[config.mk]
export PLATFORM = sky130hd
export DESIGN_NAME = lru_handle_tracker
export DESIGN_NICKNAME = d
export VERILOG_FILES = /design/src/rtl/lht_pkg.sv /design/src/rtl/lru_handle_tracker.sv /design/src/rtl/lht_ram.sv /design/src/rtl/lht_ctrl.sv /design/src/rtl/lht_datapath.sv
export SDC_FILE = /design/constraint.sdc
export NUM_CORES = 1
export LEC_CHECK = 0
export ABC_AREA = 0
export BUFFER_PORTS_ARGS = -buffer_cell sky130_fd_sc_hd__clkbuf_2
export CAP_MARGIN = 40
export CORE_MARGIN = 2
export CORE_UTILIZATION = 30
export CTS_BUF_LIST = sky130_fd_sc_hd__clkbuf_8 sky130_fd_sc_hd__clkbuf_16
export CTS_CLUSTER_SIZE = 10
export DETAILED_ROUTE_END_ITERATION = 16
export PLACE_DENSITY_LB_ADDON = 0.05
export SLEW_MARGIN = 30
export SYNTH_ARGS = -nofsm -noshare
export SYNTH_HDL_FRONTEND = slang
export SYNTH_SLANG_ARGS = --single-unit
export TNS_END_PERCENT = 10
[constraint.sdc]
create_clock -name clk -period 7.15 [get_ports clk]
set_input_delay 0.715 -clock clk [delete_from_list [all_inputs] [get_ports clk]]
set_output_delay 0.715 -clock clk [all_outputs]
set_load 0.01 [all_outputs]
[src/rtl/lht_pkg.sv]
// ============================================================================
// lht_pkg
// Shared types and constants for the LRU handle tracker: event kinds, result
// codes, controller states and the command and status groups between the
// controller and the datapath.
// ============================================================================
`default_nettype none

package lht_pkg;

  // Fixed field widths of the stream beats.
  localparam int SLOT_ID_W = 4;
  localparam int BUSY_W    = 16;
  localparam int KIND_W    = 2;
  localparam int STATUS_W  = 3;
  localparam int COUNT_W   = 5;
  localparam int LIMIT_W   = 5;
  localparam int IN_DATA_W = 24;
  localparam int OUT_DATA_W = 16;

  // Limit after reset.
  localparam logic [LIMIT_W-1:0] LIMIT_RESET = 5'd16;

  // Event kinds carried on the input tuser.
  typedef enum logic [KIND_W-1:0] {
    KIND_INTENT = 2'd0,
    KIND_OPENED = 2'd1,
    KIND_CLOSED = 2'd2,
    KIND_USED   = 2'd3
  } kind_t;

  // Result codes carried on the output tuser.
  typedef enum logic [STATUS_W-1:0] {
    ST_DONE      = 3'd0,
    ST_ROOM      = 3'd1,
    ST_VICTIM    = 3'd2,
    ST_NO_VICTIM = 3'd3,
    ST_IGNORED   = 3'd4
  } status_t;

  // Controller states.
  typedef enum logic [2:0] {
    S_IDLE,
    S_DECODE,
    S_WALK,
    S_DRAIN,
    S_FINISH
  } state_t;

  // Commands from the controller to the datapath.
  typedef struct packed {
    logic load;      // capture the input beat
    logic clr_walk;  // reset the walk address
    logic issue_rd;  // read the next recency entry
    logic finish;    // apply the update and load the result register
  } lht_cmd_t;

  // Status from the datapath to the controller.
  typedef struct packed {
    logic walk_needed;  // the event needs a pass over the recency list
    logic walk_last;    // the read being issued is the last live entry
    logic out_free;     // the result register can take a new beat
  } lht_stat_t;

endpackage

`default_nettype wire

[src/rtl/lru_handle_tracker.sv]
// ============================================================================
// lru_handle_tracker
// Recency-ordered list of open handle slots with a victim search on intent.
// ============================================================================
// The list runs from the least recently used slot at position 0 to the most
// recently used at the back. Opened appends a slot at the back, closed removes
// it, used moves it to the back, and an intent-to-open beat compares the open
// count with the limit; at or above it, the list is walked from the least
// recent end and the first slot not set in busy_mask is named. One event is
// in work at a time. An event without a walk goes from capture through decode
// to the finish step; an event that walks the list (intent at the limit,
// closed, used) reads one recency RAM entry per cycle through the single read
// port before it finishes. A finished result waits in an output register, and
// the next event is accepted while it waits.
// ============================================================================
`default_nettype none

module lru_handle_tracker import lht_pkg::*; #(
  parameter int SLOTS = 16
) (
  input  wire logic                  clk,
  input  wire logic                  rst_n,
  // Configuration: open_limit.
  input  wire logic                  cfg_wen,
  input  wire logic [LIMIT_W-1:0]    cfg_wdata,
  // Event beats.
  input  wire logic                  in_tvalid,
  output logic                       in_tready,
  input  wire logic [IN_DATA_W-1:0]  in_tdata,   // [3:0] slot_id, [19:4] busy_mask
  input  wire logic [KIND_W-1:0]     in_tuser,   // [1:0] kind
  // Result beats.
  output logic                       out_tvalid,
  input  wire logic                  out_tready,
  output logic [OUT_DATA_W-1:0]      out_tdata,  // [3:0] victim_slot, [8:4] open_count,
                                                 // [13:9] room_left
  output logic [STATUS_W-1:0]        out_tuser   // [2:0] status
);

  lht_cmd_t  cmd;
  lht_stat_t stat;

  lht_ctrl u_ctrl (
    .clk       (clk),
    .rst_n     (rst_n),
    .in_tvalid (in_tvalid),
    .in_tready (in_tready),
    .stat      (stat),
    .cmd       (cmd)
  );

  lht_datapath #(
    .SLOTS (SLOTS)
  ) u_datapath (
    .clk        (clk),
    .rst_n      (rst_n),
    .cfg_wen    (cfg_wen),
    .cfg_wdata  (cfg_wdata),
    .in_tdata   (in_tdata),
    .in_tuser   (in_tuser),
    .out_tready (out_tready),
    .out_tvalid (out_tvalid),
    .out_tdata  (out_tdata),
    .out_tuser  (out_tuser),
    .cmd        (cmd),
    .stat       (stat)
  );

endmodule

`default_nettype wire

[src/rtl/lht_ram.sv]
// ============================================================================
// lht_ram
// Generic simple dual-port RAM: one write port, one read port with the read
// data registered.
// ============================================================================
`default_nettype none

module lht_ram #(
  parameter int WIDTH = 4,
  parameter int DEPTH = 16,
  localparam int ADDR_W = $clog2(DEPTH)
) (
  input  wire logic              clk,
  input  wire logic              we,
  input  wire logic [ADDR_W-1:0] waddr,
  input  wire logic [WIDTH-1:0]  wdata,
  input  wire logic              re,
  input  wire logic [ADDR_W-1:0] raddr,
  output logic      [WIDTH-1:0]  rdata
);

  logic [WIDTH-1:0] mem [DEPTH];

  // Write port.
  always_ff @(posedge clk) begin
    if (we) begin
      mem[waddr] <= wdata;
    end
  end

  // Registered read port.
  always_ff @(posedge clk) begin
    if (re) begin
      rdata <= mem[raddr];
    end
  end

endmodule

`default_nettype wire

[src/rtl/lht_ctrl.sv]
// ============================================================================
// lht_ctrl
// Controller for the LRU handle tracker. Sequences capture, decode, the walk
// over the recency list and the final update of one event at a time.
// ============================================================================
`default_nettype none

module lht_ctrl import lht_pkg::*; (
  input  wire logic      clk,
  input  wire logic      rst_n,
  input  wire logic      in_tvalid,
  output logic           in_tready,
  input  wire lht_stat_t stat,
  output lht_cmd_t       cmd
);

  state_t state_r;
  state_t state_nxt;

  // State register.
  always_ff @(posedge clk) begin
    if (!rst_n) begin
      state_r <= S_IDLE;
    end else begin
      state_r <= state_nxt;
    end
  end

  // Next state and commands.
  always_comb begin
    state_nxt = state_r;
    cmd       = '0;
    in_tready = 1'b0;
    unique case (state_r)
      S_IDLE: begin
        in_tready = 1'b1;
        if (in_tvalid) begin
          cmd.load  = 1'b1;
          state_nxt = S_DECODE;
        end
      end
      S_DECODE: begin
        cmd.clr_walk = 1'b1;
        state_nxt    = stat.walk_needed ? S_WALK : S_FINISH;
      end
      S_WALK: begin
        // One read per cycle until the last live entry is requested.
        cmd.issue_rd = 1'b1;
        if (stat.walk_last) begin
          state_nxt = S_DRAIN;
        end
      end
      S_DRAIN: begin
        // The last read returns and is handled here.
        state_nxt = S_FINISH;
      end
      S_FINISH: begin
        if (stat.out_free) begin
          cmd.finish = 1'b1;
          state_nxt  = S_IDLE;
        end
      end
      default: begin
        state_nxt = S_IDLE;
      end
    endcase
  end

endmodule

`default_nettype wire

[src/rtl/lht_datapath.sv]
// ============================================================================
// lht_datapath
// Datapath for the LRU handle tracker: event registers, open bits, live
// count, limit register, the recency RAM with its walk logic, and the
// result register.
// ============================================================================
`default_nettype none

module lht_datapath import lht_pkg::*; #(
  parameter int SLOTS = 16
) (
  input  wire logic                  clk,
  input  wire logic                  rst_n,
  input  wire logic                  cfg_wen,
  input  wire logic [LIMIT_W-1:0]    cfg_wdata,
  input  wire logic [IN_DATA_W-1:0]  in_tdata,
  input  wire logic [KIND_W-1:0]     in_tuser,
  input  wire logic                  out_tready,
  output logic                       out_tvalid,
  output logic [OUT_DATA_W-1:0]      out_tdata,
  output logic [STATUS_W-1:0]        out_tuser,
  input  wire lht_cmd_t              cmd,
  output lht_stat_t                  stat
);

  localparam int ADDR_W = $clog2(SLOTS);
  localparam int CNT_W  = $clog2(SLOTS + 1);
  localparam int CMP_W  = (CNT_W > LIMIT_W) ? CNT_W : LIMIT_W;

  // Event registers (payload, no reset).
  kind_t               kind_r;
  logic [SLOT_ID_W-1:0] slot_r;
  logic [BUSY_W-1:0]   busy_r;

  // Control state.
  logic [LIMIT_W-1:0]  limit_r;
  logic [CNT_W-1:0]    live_r;
  logic [CNT_W-1:0]    live_nxt;
  logic [BUSY_W-1:0]   open_r;
  logic [BUSY_W-1:0]   open_nxt;
  logic [ADDR_W-1:0]   rd_idx_r;
  logic                pend_r;
  logic [ADDR_W-1:0]   pidx_r;
  logic                found_r;
  logic                found_nxt;
  logic [SLOT_ID_W-1:0] victim_r;
  logic [SLOT_ID_W-1:0] victim_nxt;

  // Result register.
  logic                out_valid_r;
  logic [STATUS_W-1:0] out_status_r;
  logic [SLOT_ID_W-1:0] out_victim_r;
  logic [COUNT_W-1:0]  out_count_r;
  logic [COUNT_W-1:0]  out_room_r;

  // Decode and walk signals.
  logic                slot_ok;
  logic                slot_is_open;
  logic                at_limit;
  logic [CNT_W-1:0]    live_dec;
  logic [ADDR_W-1:0]   pidx_dec;
  logic [SLOT_ID_W-1:0] ram_rdata;
  logic                walk_match;
  logic                shift_we;

  // Finish signals.
  status_t             fin_status;
  logic [SLOT_ID_W-1:0] fin_victim;
  logic                fin_we;
  logic [ADDR_W-1:0]   fin_waddr;
  logic [CMP_W-1:0]    lim_ext;
  logic [CMP_W-1:0]    cnt_ext;
  logic [CMP_W-1:0]    room_full;

  // RAM port signals.
  logic                ram_we;
  logic [ADDR_W-1:0]   ram_waddr;
  logic [SLOT_ID_W-1:0] ram_wdata;

  // Event decode.
  assign slot_ok      = int'(slot_r) < SLOTS;
  assign slot_is_open = open_r[slot_r];
  assign at_limit     = CMP_W'(live_r) >= CMP_W'(limit_r);
  assign live_dec     = live_r - CNT_W'(1);
  assign pidx_dec     = pidx_r - ADDR_W'(1);

  // Status toward the controller.
  always_comb begin
    stat.walk_needed = 1'b0;
    unique case (kind_r)
      KIND_INTENT: stat.walk_needed = at_limit && (live_r != '0);
      KIND_OPENED: stat.walk_needed = 1'b0;
      KIND_CLOSED,
      KIND_USED:   stat.walk_needed = slot_ok && slot_is_open;
      default:     stat.walk_needed = 1'b0;
    endcase
    stat.walk_last = CNT_W'(rd_idx_r) == live_dec;
    stat.out_free  = !out_valid_r || out_tready;
  end

  // Walk: an intent looks for the first entry that is not busy, a close or
  // use looks for the slot and then shifts every later entry one place down.
  assign walk_match = (kind_r == KIND_INTENT) ? !busy_r[ram_rdata] : (ram_rdata == slot_r);
  assign shift_we   = pend_r && found_r && (kind_r != KIND_INTENT);

  always_comb begin
    found_nxt  = found_r;
    victim_nxt = victim_r;
    if (cmd.load) begin
      found_nxt = 1'b0;
    end else if (pend_r && !found_r && walk_match) begin
      found_nxt  = 1'b1;
      victim_nxt = ram_rdata;
    end
  end

  // Final update and result of the event.
  always_comb begin
    fin_status = ST_DONE;
    fin_victim = '0;
    fin_we     = 1'b0;
    fin_waddr  = live_r[ADDR_W-1:0];
    live_nxt   = live_r;
    open_nxt   = open_r;
    unique case (kind_r)
      KIND_INTENT: begin
        if (!at_limit) begin
          fin_status = ST_ROOM;
        end else if (found_r) begin
          fin_status = ST_VICTIM;
          fin_victim = victim_r;
        end else begin
          fin_status = ST_NO_VICTIM;
        end
      end
      KIND_OPENED: begin
        if (!slot_ok || slot_is_open || (live_r >= CNT_W'(SLOTS))) begin
          fin_status = ST_IGNORED;
        end else begin
          fin_we           = 1'b1;
          fin_waddr        = live_r[ADDR_W-1:0];
          live_nxt         = live_r + CNT_W'(1);
          open_nxt[slot_r] = 1'b1;
        end
      end
      KIND_CLOSED: begin
        if (!slot_ok || !slot_is_open || !found_r) begin
          fin_status = ST_IGNORED;
        end else begin
          live_nxt         = live_dec;
          open_nxt[slot_r] = 1'b0;
        end
      end
      KIND_USED: begin
        if (!slot_ok || !slot_is_open || !found_r) begin
          fin_status = ST_IGNORED;
        end else begin
          // The slot goes back in at the most recent end.
          fin_we    = 1'b1;
          fin_waddr = live_dec[ADDR_W-1:0];
        end
      end
      default: begin
        fin_status = ST_IGNORED;
      end
    endcase
  end

  // Free room after the update, saturating at zero.
  assign lim_ext   = CMP_W'(limit_r);
  assign cnt_ext   = CMP_W'(live_nxt);
  assign room_full = (lim_ext > cnt_ext) ? (lim_ext - cnt_ext) : '0;

  // Recency RAM: shift writes during the walk, final write at finish.
  assign ram_we    = shift_we || (cmd.finish && fin_we);
  assign ram_waddr = shift_we ? pidx_dec : fin_waddr;
  assign ram_wdata = shift_we ? ram_rdata : slot_r;

  lht_ram #(
    .WIDTH (SLOT_ID_W),
    .DEPTH (SLOTS)
  ) u_order_ram (
    .clk   (clk),
    .we    (ram_we),
    .waddr (ram_waddr),
    .wdata (ram_wdata),
    .re    (cmd.issue_rd),
    .raddr (rd_idx_r),
    .rdata (ram_rdata)
  );

  // Event capture.
  always_ff @(posedge clk) begin
    if (cmd.load) begin
      kind_r <= kind_t'(in_tuser);
      slot_r <= in_tdata[SLOT_ID_W-1:0];
      busy_r <= in_tdata[SLOT_ID_W +: BUSY_W];
    end
    victim_r <= victim_nxt;
  end

  // Limit register.
  always_ff @(posedge clk) begin
    if (!rst_n) begin
      limit_r <= LIMIT_RESET;
    end else if (cfg_wen) begin
      limit_r <= cfg_wdata;
    end
  end

  // List state and walk control.
  always_ff @(posedge clk) begin
    if (!rst_n) begin
      live_r   <= '0;
      open_r   <= '0;
      rd_idx_r <= '0;
      pend_r   <= 1'b0;
      pidx_r   <= '0;
      found_r  <= 1'b0;
    end else begin
      if (cmd.finish) begin
        live_r <= live_nxt;
        open_r <= open_nxt;
      end
      if (cmd.clr_walk) begin
        rd_idx_r <= '0;
      end else if (cmd.issue_rd) begin
        rd_idx_r <= rd_idx_r + ADDR_W'(1);
      end
      pend_r  <= cmd.issue_rd;
      pidx_r  <= rd_idx_r;
      found_r <= found_nxt;
    end
  end

  // Result register.
  always_ff @(posedge clk) begin
    if (!rst_n) begin
      out_valid_r <= 1'b0;
    end else if (cmd.finish) begin
      out_valid_r <= 1'b1;
    end else if (out_tready) begin
      out_valid_r <= 1'b0;
    end
  end

  always_ff @(posedge clk) begin
    if (cmd.finish) begin
      out_status_r <= fin_status;
      out_victim_r <= fin_victim;
      out_count_r  <= COUNT_W'(live_nxt);
      out_room_r   <= COUNT_W'(room_full);
    end
  end

  assign out_tvalid = out_valid_r;
  assign out_tuser  = out_status_r;
  assign out_tdata  = {2'b00, out_room_r, out_count_r, out_victim_r};

endmodule

`default_nettype wire

==> out/results.txt <==
Synth warn - 0
CP Class - flop to flop
Detail Placement HPWL - 11.09 mm
Placer Congestion - 0.7533
Tot GR Track Use - 13.33%
Nets - 648
Vias/cell - 4.684
RSZ-0062 raised after global routing - no
Fraction of registers with async set/reset - 0%
Flops & latches, synth - 151
Syn Area/Cell - 12.80 sq um
Max cap viols - 0
CTS root buffer - clkbuf_16
Chip height - 158.1 um
Pwr per Cell Area - 240.4 nW/um^2
CTS Sinks - 151
Clock transition at path regs - 0.07 ns
Max clock buf depth - 2
Critical Path Fanout Max - 15
Setup violations, final - 0
Number of port buffers - 50
CP Launch Type - flop
PostCTS Resize Cnt - 0
Worst Reg-to-Reg Cells - 14
Outcome - completed
Post-CTS Setup Inserts - 0
Clock latency at the later pin of the worst-skew pair - 0.42 ns
Cell Rows - 56
Tmin final - 4.218 ns
Pint - 1.523 mW
CORE AREA - 23400 sq um
DRT Wirelength - 15.76 mm
Clock Power Share - 45.5%
P_leak - 2.992 nW
Distinct cells, synth - 60
Most frequent cells in the layout - edfxtp_1 (111), nand2_1 (50), clkbuf_2 (50), dfxtp_1 (40), nor3_1 (28)
Worst hold path class - flop to flop
Worst hold stages - 2
Reg2reg setup slack - 2.93 ns
Hold Fails Final Rpt - 0
Fillers - 2291
Commonest non-fill, non-tap cell in the layout - edfxtp_1
Mapped Area - 7127 sq um
Largest net degree at the start of global routing - 44
DRT iter0 DRCs - 242
Synthesized instance count - 557
Ports - 57
CTS tree - done
Setup TNS - 0 ns
Clock skew - 0.01179 ns
Post-DRT Antenna Nets - 0
Die Width - 158.1 um
Register area share after synthesis - 58.01%
Max-slew violations - 0
Least-Margin Pin Slew - 0.6755 ns
DRC violations left - 0
Crit share post-route - 59.00%
Required @ worst endpoint - 7.32 ns
Reg2reg end - u_datapath.out_room_r[4]$_SDFFCE_PP0P_
Fmax - 237.1 MHz
Number of vias in the routed layout - 4328
DIE AREA - 25010 sq um
Hold Buf Count CTS - 0
Initial antenna violation count - 0
Final core occ - 35.29%
Peak supply drop - 124.3 uV
Syn-to-layout area delta - 15.87%
RR Startpoint - u_datapath.slot_r[3]$_DFFE_PP_
Gr ovfl total - 0
Sequential share of power - 48.9%
Switching portion of total power - 23.26%
N_diodes - 0
Worst hold margin - 0.4626 ns
Share of layout cells above drive strength 1 - 20.50%
DRT Pass-1 Iters - 4
Top_reg_cell synth - edfxtp_1
Cts bufs inserted - 17
Average wire per standard cell - 17.06 um
Vias in the first global route - 4357
Crit path DAT - 4.39 ns
CP endpoint kind - flop
Global-route wire length before repair - 24.78 mm
H-tree depth - 4
Logic pwr share - 5.6%
Psw - 461.7 uW
Post-synth EDFFs - 111
Initial Util - 30.45%
Slew headroom - 54.62%
## kinds of logic after synthesis
group | synth area share, %
buf+inv | 3.652
flops | 58.01
xor+xnor | 2.089
other cells | 0.05262
simple gates | 12.43
compound gates | 7.690
fa+ha+maj | 3.441
mux | 12.64
## layout make-up
type	count	area, sq um	area share [%]
clock buffer	17	425.4	5.152
multi-input combinational	347	2736	33.14
inverter	17	63.81	0.7727
clock inverter	14	168.9	2.045
sequential	151	4134	50.06
timing repair buffer	59	330.3	4.000
tap	319	399.1	4.833
## cells in the mapped netlist, types with 11 or more instances
| library cell | count | area [sq um] |
|---|---|---|
| dfxtp_1 | 40 | 800.8 |
| xnor2_1 | 12 | 105.1 |
| mux4_2 | 27 | 608.1 |
| nor2b_1 | 11 | 68.82 |
| inv_1 | 17 | 63.81 |
| nand2_1 | 50 | 187.7 |
| edfxtp_1 | 111 | 3333 |
| a21oi_1 | 11 | 55.05 |
| nor3_1 | 28 | 140.1 |
| nand4_1 | 20 | 125.1 |
| clkbuf_1 | 28 | 105.1 |
| and2_1 | 11 | 68.82 |
| nor2_1 | 24 | 90.09 |
| mux2i_1 | 27 | 270.3 |
| ha_1 | 18 | 225.2 |
## critical path, cell delays in order, from the launching register on
cell and delay [ns]:
edfxtp_1 0.72, mux2i_1 0.15, a22oi_1 0.22, and3_1 0.57, o21ai_0 0.28, o22ai_2 0.35
nor3b_1 0.39, a211o_1 0.21, ha_1 0.27, o21ai_0 0.10, nand2b_1 0.11, a21o_1 0.18
a21oi_1 0.19, a31o_2 0.17, nor2_1 0.06
## power groups by stage
stage	Sequential, mW	Combinational, mW	Clock [mW]
floorplan	0.981	0.0826	0
global placement	0.989	0.109	0
detailed placement	0.989	0.112	0
CTS	0.970	0.112	0.935
global route	0.972	0.126	0.974
finish	0.970	0.111	0.904
## per-layer routing
layer	vias to the layer above	share of wire, %	GRT usage, %
met5	-	0	0
met4	0	0.38	3.218
met3	2	1.9	3.394
met2	44	51	22.77
met1	2120	46	16.94
li1	2162	-	-
## how the worst max path moves through the flow
| stage | start | end | slack [ns] |
|---|---|---|---|
| after floorplan | u_datapath.slot_r[1]$_DFFE_PP_ | u_datapath.out_room_r[3]$_SDFFCE_PP0P_ | 3.77 |
| after global placement | u_datapath.slot_r[3]$_DFFE_PP_ | u_datapath.out_room_r[3]$_SDFFCE_PP0P_ | 2.20 |
| after detailed placement | u_datapath.slot_r[3]$_DFFE_PP_ | u_datapath.out_room_r[4]$_SDFFCE_PP0P_ | 2.51 |
| after CTS | u_datapath.slot_r[3]$_DFFE_PP_ | u_datapath.out_room_r[4]$_SDFFCE_PP0P_ | 2.49 |
| after global routing | u_datapath.slot_r[3]$_DFFE_PP_ | u_datapath.out_room_r[3]$_SDFFCE_PP0P_ | 2.56 |
| final | u_datapath.slot_r[3]$_DFFE_PP_ | u_datapath.out_room_r[4]$_SDFFCE_PP0P_ | 2.93 |
## through the flow
stage               cells  worst slack [ns]  power, mW  instance area (sq um)
finish                924             2.932      1.985                   8258
global route          924             2.561      2.071                   8258
CTS                   922             2.491      2.017                   8232
detailed placement    891             2.514      1.101                   7637
global placement      888             2.201      1.099                   7614
floorplan             558             3.767      1.064                   7131
No activity file was read; power rests on OpenSTA's default activity.
